`src/rsl_pkg.sv`:
```
// shared types and constants for the radial spotlight luminance block
// no dependencies; imported by every module of the block but rsl_queue

package rsl_pkg;

    // configuration port
    localparam int APB_ADDR_W  = 3;
    localparam int APB_DATA_W  = 32;
    localparam int REG_SEL_BIT = 2;

    typedef enum logic
    {
        REG_CENTER_X = 1'b0,
        REG_CENTER_Y = 1'b1
    } rsl_reg_t;

    // spotlight center registers, two's complement
    localparam int CENTER_W = 14;

    // squared distance at or above this value always hits the decrease cap
    // (160 pixels squared); below it the square fits in SQ_W bits
    localparam int          SQ_W   = 15;
    localparam int unsigned SAT_SQ = 25600;

    // distance root: 8 integer plus 8 fractional bits below the cap
    localparam int ROOT_W = 16;

    // q1.16 factor arithmetic
    localparam int          FACTOR_W = 17;
    localparam int unsigned ONE_Q16  = 65536;
    localparam int unsigned MAX_DEC  = 52429;

    // classified request handed from the front end to the back end
    typedef struct packed
    {
        logic            sat;
        logic [SQ_W-1:0] sq;
    } rsl_dist_t;

endpackage

```
`src/rsl_queue.sv`:
```
// small synchronous fifo built from flops, used between pipeline parts
// depends on nothing; DEPTH must be a power of two of at least 2

module rsl_queue #(
    parameter int W     = 32,
    parameter int DEPTH = 4
) (
    input  logic         clk,
    input  logic         rst_n,
    input  logic         push,
    input  logic [W-1:0] wdata,
    output logic         full,
    input  logic         pop,
    output logic [W-1:0] rdata,
    output logic         empty
);

    localparam int PW = $clog2(DEPTH);
    localparam int CW = $clog2(DEPTH + 1);

    logic [W-1:0]  mem_reg [DEPTH];
    logic [PW-1:0] wr_ptr_reg;
    logic [PW-1:0] wr_ptr_next;
    logic [PW-1:0] rd_ptr_reg;
    logic [PW-1:0] rd_ptr_next;
    logic [CW-1:0] count_reg;
    logic [CW-1:0] count_next;
    logic          do_push;
    logic          do_pop;

    assign full    = (count_reg == CW'(DEPTH));
    assign empty   = (count_reg == '0);
    assign do_push = push && !full;
    assign do_pop  = pop && !empty;
    assign rdata   = mem_reg[rd_ptr_reg];

    always_comb
    begin
        wr_ptr_next = do_push ? PW'(wr_ptr_reg + 1'b1) : wr_ptr_reg;
        rd_ptr_next = do_pop ? PW'(rd_ptr_reg + 1'b1) : rd_ptr_reg;
        count_next  = count_reg;
        if (do_push && !do_pop)
        begin
            count_next = CW'(count_reg + 1'b1);
        end
        else if (do_pop && !do_push)
        begin
            count_next = CW'(count_reg - 1'b1);
        end
    end

    always_ff @(posedge clk or negedge rst_n)
    begin
        if (!rst_n)
        begin
            wr_ptr_reg <= '0;
            rd_ptr_reg <= '0;
            count_reg  <= '0;
        end
        else
        begin
            wr_ptr_reg <= wr_ptr_next;
            rd_ptr_reg <= rd_ptr_next;
            count_reg  <= count_next;
        end
    end

    always_ff @(posedge clk)
    begin
        if (do_push)
        begin
            mem_reg[wr_ptr_reg] <= wdata;
        end
    end

endmodule

```
`src/rsl_front.sv`:
```
// front end: accepts pixels, forms the squared distance to the center
// and flags requests whose decrease is capped; uses rsl_pkg

module rsl_front #(
    parameter int COORD_BITS = 12,
    parameter int LUM_BITS   = 16
) (
    input  logic                            clk,
    input  logic                            rst_n,
    input  logic                            push,
    output logic                            full,
    input  logic [COORD_BITS-1:0]           pixel_x,
    input  logic [COORD_BITS-1:0]           pixel_y,
    input  logic [LUM_BITS-1:0]             lum_in,
    input  logic [rsl_pkg::CENTER_W-1:0]    center_x,
    input  logic [rsl_pkg::CENTER_W-1:0]    center_y,
    input  logic                            q_full,
    output logic                            q_push,
    output rsl_pkg::rsl_dist_t              q_dist,
    output logic [LUM_BITS-1:0]             q_lum
);

    import rsl_pkg::*;

    // signed difference width covers pixel range minus any center
    localparam int DXW = ((COORD_BITS > CENTER_W - 1) ? COORD_BITS : CENTER_W - 1) + 2;
    localparam int AW  = DXW - 1;
    localparam int SW  = 2 * AW + 1;

    logic            a_valid_reg;
    logic            a_valid_next;
    logic [AW-1:0]   adx_reg;
    logic [AW-1:0]   ady_reg;
    logic [LUM_BITS-1:0] a_lum_reg;

    logic            b_valid_reg;
    logic            b_valid_next;
    logic [2*AW-1:0] sqx_reg;
    logic [2*AW-1:0] sqy_reg;
    logic [LUM_BITS-1:0] b_lum_reg;

    logic            c_valid_reg;
    logic            c_valid_next;
    rsl_dist_t       c_dist_reg;
    logic [LUM_BITS-1:0] c_lum_reg;

    logic            a_rdy;
    logic            b_rdy;
    logic            c_rdy;
    logic [DXW-1:0]  dx;
    logic [DXW-1:0]  dy;
    logic [AW-1:0]   adx_next;
    logic [AW-1:0]   ady_next;
    logic [2*AW-1:0] sqx_next;
    logic [2*AW-1:0] sqy_next;
    logic [SW-1:0]   sum;
    rsl_dist_t       c_dist_next;

    assign c_rdy  = !c_valid_reg || !q_full;
    assign b_rdy  = !b_valid_reg || c_rdy;
    assign a_rdy  = !a_valid_reg || b_rdy;
    assign full   = !a_rdy;
    assign q_push = c_valid_reg && !q_full;
    assign q_dist = c_dist_reg;
    assign q_lum  = c_lum_reg;

    always_comb
    begin
        dx = {{(DXW - COORD_BITS){1'b0}}, pixel_x}
           - {{(DXW - CENTER_W){center_x[CENTER_W-1]}}, center_x};
        dy = {{(DXW - COORD_BITS){1'b0}}, pixel_y}
           - {{(DXW - CENTER_W){center_y[CENTER_W-1]}}, center_y};
        adx_next = dx[DXW-1] ? AW'(~dx + 1'b1) : dx[AW-1:0];
        ady_next = dy[DXW-1] ? AW'(~dy + 1'b1) : dy[AW-1:0];
        sqx_next = adx_reg * adx_reg;
        sqy_next = ady_reg * ady_reg;
        sum      = {1'b0, sqx_reg} + {1'b0, sqy_reg};
        c_dist_next.sat = (sum >= SW'(SAT_SQ));
        c_dist_next.sq  = sum[SQ_W-1:0];
    end

    always_comb
    begin
        a_valid_next = a_rdy ? push : a_valid_reg;
        b_valid_next = b_rdy ? a_valid_reg : b_valid_reg;
        c_valid_next = c_rdy ? b_valid_reg : c_valid_reg;
    end

    always_ff @(posedge clk or negedge rst_n)
    begin
        if (!rst_n)
        begin
            a_valid_reg <= 1'b0;
            b_valid_reg <= 1'b0;
            c_valid_reg <= 1'b0;
        end
        else
        begin
            a_valid_reg <= a_valid_next;
            b_valid_reg <= b_valid_next;
            c_valid_reg <= c_valid_next;
        end
    end

    always_ff @(posedge clk)
    begin
        if (a_rdy)
        begin
            adx_reg   <= adx_next;
            ady_reg   <= ady_next;
            a_lum_reg <= lum_in;
        end
        if (b_rdy)
        begin
            sqx_reg   <= sqx_next;
            sqy_reg   <= sqy_next;
            b_lum_reg <= a_lum_reg;
        end
        if (c_rdy)
        begin
            c_dist_reg <= c_dist_next;
            c_lum_reg  <= b_lum_reg;
        end
    end

endmodule

```
`src/rsl_back.sv`:
```
// back end: pipelined square root, decrease and factor, luminance scaling,
// then a two-entry result fifo; uses rsl_pkg and rsl_queue

module rsl_back #(
    parameter int LUM_BITS = 16
) (
    input  logic                clk,
    input  logic                rst_n,
    input  logic                q_empty,
    output logic                q_pop,
    input  rsl_pkg::rsl_dist_t  q_dist,
    input  logic [LUM_BITS-1:0] q_lum,
    output logic                empty,
    input  logic                pop,
    output logic [LUM_BITS-1:0] lum_out
);

    import rsl_pkg::*;

    localparam int NSTG   = ROOT_W;
    localparam int RADW   = 2 * ROOT_W;
    localparam int RAD_SH = 16;
    localparam int RW     = ROOT_W + 2;
    localparam int TW     = RW + 2;

    // decrease = (d8*64 + 25) / 50 via reciprocal multiply
    localparam int          DEC_SH   = 6;
    localparam int unsigned DEC_BIAS = 25;
    localparam int          XW       = ROOT_W + DEC_SH;
    localparam int unsigned RECIP    = 5368710;
    localparam int          RECIP_W  = 23;
    localparam int          RECIP_SH = 28;
    localparam int          PW       = XW + RECIP_W;
    localparam int          DEC_W    = 16;
    localparam int          MW       = LUM_BITS + FACTOR_W;

    logic                ben;
    logic                o_full;

    logic [NSTG-1:0]     sv_reg;
    logic [ROOT_W-1:0]   root_reg [NSTG];
    logic [RW-1:0]       rem_reg  [NSTG];
    logic [RADW-1:0]     rad_reg  [NSTG];
    logic [NSTG-1:0]     sat_reg;
    logic [LUM_BITS-1:0] lum_reg  [NSTG];

    logic [ROOT_W-1:0]   in_root  [NSTG];
    logic [RW-1:0]       in_rem   [NSTG];
    logic [RADW-1:0]     in_rad   [NSTG];
    logic [ROOT_W-1:0]   root_next [NSTG];
    logic [RW-1:0]       rem_next  [NSTG];
    logic [RADW-1:0]     rad_next  [NSTG];
    logic [TW-1:0]       t_val    [NSTG];
    logic [TW-1:0]       trial    [NSTG];
    logic                ge       [NSTG];

    logic                rc_valid_reg;
    logic [PW-1:0]       rc_prod_reg;
    logic                rc_sat_reg;
    logic [LUM_BITS-1:0] rc_lum_reg;
    logic [XW-1:0]       x_val;
    logic [PW-1:0]       rc_prod_next;

    logic                fc_valid_reg;
    logic [FACTOR_W-1:0] factor_reg;
    logic [FACTOR_W-1:0] factor_next;
    logic [DEC_W-1:0]    dec;
    logic [LUM_BITS-1:0] fc_lum_reg;

    logic                mv_valid_reg;
    logic [MW-1:0]       mprod_reg;
    logic [MW-1:0]       mprod_next;

    // whole back pipeline stalls only when its last stage cannot drain
    assign ben   = !mv_valid_reg || !o_full;
    assign q_pop = !q_empty && ben;

    // one root bit per stage, restoring digit recurrence
    always_comb
    begin
        for (int k = 0; k < NSTG; k++)
        begin
            if (k == 0)
            begin
                in_root[k] = '0;
                in_rem[k]  = '0;
                in_rad[k]  = {{(RADW - SQ_W - RAD_SH){1'b0}}, q_dist.sq, {RAD_SH{1'b0}}};
            end
            else
            begin
                in_root[k] = root_reg[k-1];
                in_rem[k]  = rem_reg[k-1];
                in_rad[k]  = rad_reg[k-1];
            end
            t_val[k]     = {in_rem[k], in_rad[k][RADW-1 -: 2]};
            trial[k]     = TW'({in_root[k], 2'b01});
            ge[k]        = (t_val[k] >= trial[k]);
            rem_next[k]  = ge[k] ? RW'(t_val[k] - trial[k]) : RW'(t_val[k]);
            root_next[k] = {in_root[k][ROOT_W-2:0], ge[k]};
            rad_next[k]  = {in_rad[k][RADW-3:0], 2'b00};
        end
    end

    always_ff @(posedge clk or negedge rst_n)
    begin
        if (!rst_n)
        begin
            sv_reg       <= '0;
            rc_valid_reg <= 1'b0;
            fc_valid_reg <= 1'b0;
            mv_valid_reg <= 1'b0;
        end
        else if (ben)
        begin
            sv_reg       <= {sv_reg[NSTG-2:0], q_pop};
            rc_valid_reg <= sv_reg[NSTG-1];
            fc_valid_reg <= rc_valid_reg;
            mv_valid_reg <= fc_valid_reg;
        end
    end

    always_ff @(posedge clk)
    begin
        if (ben)
        begin
            for (int k = 0; k < NSTG; k++)
            begin
                root_reg[k] <= root_next[k];
                rem_reg[k]  <= rem_next[k];
                rad_reg[k]  <= rad_next[k];
                if (k == 0)
                begin
                    sat_reg[k] <= q_dist.sat;
                    lum_reg[k] <= q_lum;
                end
                else
                begin
                    sat_reg[k] <= sat_reg[k-1];
                    lum_reg[k] <= lum_reg[k-1];
                end
            end
        end
    end

    always_comb
    begin
        x_val        = {root_reg[NSTG-1], {DEC_SH{1'b0}}} + XW'(DEC_BIAS);
        rc_prod_next = PW'(x_val) * PW'(RECIP);
        dec          = rc_sat_reg ? DEC_W'(MAX_DEC) : rc_prod_reg[RECIP_SH +: DEC_W];
        factor_next  = FACTOR_W'(ONE_Q16) - {1'b0, dec};
        mprod_next   = MW'(fc_lum_reg) * MW'(factor_reg);
    end

    always_ff @(posedge clk)
    begin
        if (ben)
        begin
            rc_prod_reg <= rc_prod_next;
            rc_sat_reg  <= sat_reg[NSTG-1];
            rc_lum_reg  <= lum_reg[NSTG-1];
            factor_reg  <= factor_next;
            fc_lum_reg  <= rc_lum_reg;
            mprod_reg   <= mprod_next;
        end
    end

    rsl_queue #(
        .W     (LUM_BITS),
        .DEPTH (2)
    ) u_out_queue (
        .clk   (clk),
        .rst_n (rst_n),
        .push  (mv_valid_reg),
        .wdata (mprod_reg[16 +: LUM_BITS]),
        .full  (o_full),
        .pop   (pop),
        .rdata (lum_out),
        .empty (empty)
    );

endmodule

```
`src/radial_spotlight_luminance_core.sv`:
```
// top level of the radial spotlight luminance block
// depends on rsl_pkg, rsl_front, rsl_queue and rsl_back

// Pixel requests enter through a queue-like port: an item is taken at a
// clock edge with push high and full low. Results leave the same way: the
// oldest result sits on lum_out while empty is low and is taken with pop.
// One result comes out per request, in request order.
// From acceptance to its result showing, a request passes through
// three front stages (distance, squares, classify), a four-entry queue,
// sixteen square-root stages (one root bit each), three stages for the
// decrease, factor and luminance multiply, then a two-entry result fifo.
// Throughput is one request per cycle while pop keeps up; no stage iterates.
// When pop stays low the back end fills and stalls, the middle queue fills,
// then the front end stalls and full rises; nothing is dropped.
// The spotlight center is set through the APB port (center_x at 0,
// center_y at 4); write it only while no request is in flight.
// Reset clears both center registers and empties every stage and queue.

module radial_spotlight_luminance_core #(
    parameter int COORD_BITS = 12,
    parameter int LUM_BITS   = 16
) (
    input  logic                             clk,
    input  logic                             rst_n,
    input  logic                             push,
    output logic                             full,
    input  logic [COORD_BITS-1:0]            pixel_x,
    input  logic [COORD_BITS-1:0]            pixel_y,
    input  logic [LUM_BITS-1:0]              lum_in,
    input  logic                             pop,
    output logic                             empty,
    output logic [LUM_BITS-1:0]              lum_out,
    input  logic                             psel,
    input  logic                             penable,
    input  logic                             pwrite,
    input  logic [rsl_pkg::APB_ADDR_W-1:0]   paddr,
    input  logic [rsl_pkg::APB_DATA_W-1:0]   pwdata,
    output logic [rsl_pkg::APB_DATA_W-1:0]   prdata,
    output logic                             pready
);

    import rsl_pkg::*;

    localparam int QW = $bits(rsl_dist_t) + LUM_BITS;

    logic [CENTER_W-1:0] center_x_reg;
    logic [CENTER_W-1:0] center_x_next;
    logic [CENTER_W-1:0] center_y_reg;
    logic [CENTER_W-1:0] center_y_next;
    logic [CENTER_W-1:0] rd_val;
    logic                wr_en;
    rsl_reg_t            reg_sel;

    logic                mq_push;
    logic                mq_full;
    logic                mq_pop;
    logic                mq_empty;
    rsl_dist_t           f_dist;
    logic [LUM_BITS-1:0] f_lum;
    logic [QW-1:0]       mq_wdata;
    logic [QW-1:0]       mq_rdata;
    rsl_dist_t           b_dist;
    logic [LUM_BITS-1:0] b_lum;

    assign pready  = 1'b1;
    assign wr_en   = psel && penable && pwrite;
    assign reg_sel = rsl_reg_t'(paddr[REG_SEL_BIT]);

    always_comb
    begin
        center_x_next = center_x_reg;
        center_y_next = center_y_reg;
        rd_val        = center_x_reg;
        unique case (reg_sel)
            REG_CENTER_X:
            begin
                rd_val = center_x_reg;
                if (wr_en)
                begin
                    center_x_next = pwdata[CENTER_W-1:0];
                end
            end
            REG_CENTER_Y:
            begin
                rd_val = center_y_reg;
                if (wr_en)
                begin
                    center_y_next = pwdata[CENTER_W-1:0];
                end
            end
            default:
            begin
                rd_val = center_x_reg;
            end
        endcase
        prdata = {{(APB_DATA_W - CENTER_W){rd_val[CENTER_W-1]}}, rd_val};
    end

    always_ff @(posedge clk or negedge rst_n)
    begin
        if (!rst_n)
        begin
            center_x_reg <= '0;
            center_y_reg <= '0;
        end
        else
        begin
            center_x_reg <= center_x_next;
            center_y_reg <= center_y_next;
        end
    end

    rsl_front #(
        .COORD_BITS (COORD_BITS),
        .LUM_BITS   (LUM_BITS)
    ) u_front (
        .clk      (clk),
        .rst_n    (rst_n),
        .push     (push),
        .full     (full),
        .pixel_x  (pixel_x),
        .pixel_y  (pixel_y),
        .lum_in   (lum_in),
        .center_x (center_x_reg),
        .center_y (center_y_reg),
        .q_full   (mq_full),
        .q_push   (mq_push),
        .q_dist   (f_dist),
        .q_lum    (f_lum)
    );

    assign mq_wdata        = {f_dist, f_lum};
    assign {b_dist, b_lum} = mq_rdata;

    rsl_queue #(
        .W     (QW),
        .DEPTH (4)
    ) u_mid_queue (
        .clk   (clk),
        .rst_n (rst_n),
        .push  (mq_push),
        .wdata (mq_wdata),
        .full  (mq_full),
        .pop   (mq_pop),
        .rdata (mq_rdata),
        .empty (mq_empty)
    );

    rsl_back #(
        .LUM_BITS (LUM_BITS)
    ) u_back (
        .clk     (clk),
        .rst_n   (rst_n),
        .q_empty (mq_empty),
        .q_pop   (mq_pop),
        .q_dist  (b_dist),
        .q_lum   (b_lum),
        .empty   (empty),
        .pop     (pop),
        .lum_out (lum_out)
    );

endmodule

```
`config.mk`:
```
export PLATFORM = sky130hd
export DESIGN_NAME = radial_spotlight_luminance_core
export DESIGN_NICKNAME = d
export VERILOG_FILES = /design/src/rsl_pkg.sv /design/src/rsl_queue.sv /design/src/rsl_front.sv /design/src/rsl_back.sv /design/src/radial_spotlight_luminance_core.sv
export SDC_FILE = /design/constraint.sdc
export NUM_CORES = 2
export LEC_CHECK = 0
export ABC_AREA = 1
export BUFFER_PORTS_ARGS = -buffer_cell sky130_fd_sc_hd__buf_2
export CORE_ASPECT_RATIO = 1.1
export CORE_MARGIN = 2
export CORE_UTILIZATION = 40
export CTS_CLUSTER_DIAMETER = 200
export CTS_CLUSTER_SIZE = 10
export DETAILED_ROUTE_END_ITERATION = 16
export PLACE_DENSITY = 0.63
export SYNTH_ARGS = -nofsm -noshare
export SYNTH_HDL_FRONTEND = slang
export SYNTH_SLANG_ARGS = --single-unit
```
`constraint.sdc`:
```
create_clock -name clk -period 50.2 [get_ports clk]
set_input_delay 2.51 -clock clk [delete_from_list [all_inputs] [get_ports clk]]
set_output_delay 2.51 -clock clk [all_outputs]
set_load 0.02 [all_outputs]
```
==> impl_metrics.yaml <==
logic_synthesis:
  synth_ff_type: "edfxtp_1"
  synth-edff-count: 1091
  ys_warn_count: 0
  synth.distinct_cells: 68
  synth_top_area_cell: "edfxtp_1"
  ys_ff_latch: 1152
  async_reset_ff_frac: 0.05295
  syn-num-nets: 9264
  synth_common_cells: "inv_1 (1672), nand2_1 (1513), edfxtp_1 (1091)"
  yosysMostFrequentCell: "inv_1"
  synth_cells: 7934
  synth.top_cell.area_share: 0.4130
  syn_avg_cell_area_um2: 9.999
  yosysSeqAreaShare: 0.4322
  synth_area_um2: 79330
  synth.area.top_cells: "edfxtp_1 (41%), fa_1 (15%), ha_1 (10%)"
place:
  port-buffer-count: 111
  gp_routability_congestion: 0.8989
  dpl.hpwl_mm: 124.6
  place_inst: 10490
setup_path:
  cp-start-kind: "register"
  worstSetupEndpointType: "register"
  slowest_stage: "edfxtp_1"
  cp_max_fo: 6
  rr_worst_depth: 23
  crit_top_cell: "inv_1"
  timing.reg2reg.setup_slack_ns: 43.91
  worst-setup-path-type: "register to register"
  required_ns: 50.80
  cp_cell_sequence: "inv_1 -> fa_1 -> inv_1 -> ha_1 -> inv_1 -> fa_1 -> fa_1 -> inv_1 -> fa_1 -> fa_1 -> inv_1 -> fa_1 -> inv_1 -> ha_1 -> nand2_1 -> nor2_1 -> inv_1 -> nor2_1 -> nand2_1 -> o21ai_0 -> nand2_1 -> nand2_1 -> xor2_1"
  cp.arrival_ns: 6.89
  slowest_delay_ns: 0.61
clock_tree:
  clockBufferDepth: 3
  cts_resized: 0
  cts_root_buffer: "clkbuf_16"
  path_clk_slew_ns: 0.06
  cts_tree: "yes"
  cts_sinks: 1152
  htree_levels: 4
  cts_hold_buf: 0
  clk_latency_ns: 0.79
  cts_made_buffers: 133
  cts_setup_buffers: 0
cells_and_area:
  areaGrowthSynthToFinish_pct: 9.026
  fill_cells: 18540
  antennaDiodeCount: 0
  largest_register_ff_count: 256
  instances_no_fill: 10690
  final_nets: 9364
  multi_input_area_um2: 37950
  register_area_um2: 34290
  drive_gt1_frac: 0.04928
  final_util: 0.4384
die:
  core_um2: 197300
  initial_core_util: 0.4021
  die_h_um: 471.1
  io_pins: 133
  rows: 171
  die_w_um: 428.6
  die_area_um2: 201900
timing:
  final_period_minus_worst_setup_slack_ns: 6.286
  finClkSkew_ns: 0.06513
  period_share: 0.1252
  setup_violations: 0
  grt_setup_unrepaired: "no"
  tns_ns: 0
  hold_violations: 0
  max_slew.worst_pin.slew_ns: 1.140
  max_freq_mhz: 159.1
  drv_slew: 0
  slew_headroom: 0.2390
min_path:
  hold_path.class: "register to register"
  min_path_cells: 0
job:
  maxCapViolations: 0
grt:
  grt_start_max_net_pins: 198
  first_global_vias: 53660
  antenna_found_initial: 3
  track_usage: 0.1625
  grt_pass1_wl_mm: 268.8
  grt.overflow.total: 0
route:
  detail_route.vias_per_cell: 4.860
  ant_nets: 0
  wl_per_cell_um: 15.17
  drc_errors: 0
  vias: 51960
  drt_iter0_markers: 2861
  first_pass_iters: 5
  routed_wl_mm: 162.2
outcome:
  status: "completed"
[path summary, 6_finish.rpt]
kind,start,to
max,u_back.root_reg[1][113]$_DFFE_PN_,u_back.rc_prod_reg[39]$_DFFE_PN_
min,u_back.rc_lum_reg[8]$_DFFE_PN_,u_back.fc_lum_reg[8]$_DFFE_PN_
max reg2reg,u_back.root_reg[1][113]$_DFFE_PN_,u_back.rc_prod_reg[39]$_DFFE_PN_
min reg2reg,u_back.rc_lum_reg[8]$_DFFE_PN_,u_back.fc_lum_reg[8]$_DFFE_PN_
max in group asynchronous,rst_n,u_back.sv_reg[11]$_DFFE_PN0N_
min in group asynchronous,rst_n,u_front.b_valid_reg$_DFFE_PN0P_
[cell type report]
type | instances | area share
clock buffer | 182 | 0.04061
clock inverter | 16 | 0.004268
inverter | 1686 | 0.07317
multi-input combinational | 4922 | 0.4388
sequential | 1152 | 0.3964
tap | 2595 | 0.03754
timing repair buffer | 139 | 0.009172
[stage by stage]
step	hold WS [ns]	cell area [um2]	setup slack, ns
CTS	0.4014	86490	43.92
global placement	0.4001	82610	43.94
global route	0.4134	86490	43.48
detailed placement	0.4045	82610	43.99
finish	0.4042	86490	43.91
floorplan	0.4003	79330	26.37
[metal layers]
layer | part of all wire | track usage | wire [um]
met1 | 0.43 | 0.2038 | 70130
met5 | 0 | 0 | 0
met3 | 0.039 | 0.02347 | 6260
met4 | 0.026 | 0.04994 | 4294
met2 | 0.50 | 0.2888 | 81480
[kinds of logic (layout without fill, tap and decap cells)]
group | after synthesis | in the layout | synth area share
and+or+nand+nor | 2502 | 2502 | 0.1314
buffers and inverters | 1860 | 2023 | 0.08965
xor gates and xnor gates | 289 | 289 | 0.03191
adders and majority gates | 1248 | 1248 | 0.2530
DFF | 1152 | 1152 | 0.4322
AOI/OAI and AO/OA | 879 | 879 | 0.06154
muxes | 2 | 2 | 0.0002839
other | 2 | 2 | 0.00009467
[cells in the final DEF, fill, tap and decap left out, drive strengths merged, types with 4 or more instances in the layout]
cell,netlist,routed
a31oi,20,20
edfxtp,1091,1091
nor4,17,17
xor2,173,173
nand3b,17,17
o31ai,4,4
o211ai,12,12
nor2,515,515
nor3,74,74
a211oi,7,7
xnor2,116,116
clkbuf,130,182
o2111ai,7,7
dfrtp,61,61
or2,31,31
nand2,1522,1522
nand3,249,249
and2,4,4
nand4,63,63
and3,4,4
ha,655,655
clkinv,2,13
o21a,12,12
fa,593,593
a21o,32,32
buf,44,139
o21ai,383,383
a21boi,14,14
o22ai,32,32
inv,1684,1689
a21oi,316,316
o21bai,25,25
[critical path: cells and delay by family, from the launching register on]
kind	cells	cell delay, ns
adder cells (fa/ha/maj)	8	3.53
AO/OA/AOI/OAI	1	0.42
AND/OR/NAND/NOR	6	0.66
flip-flops	1	0.61
buffers and inverters	7	0.65
XOR/XNOR	1	0.21
Power is left out: the tool's default activity adds up to more than one toggle a clock period on the data nets, which glitch-free logic cannot reach.
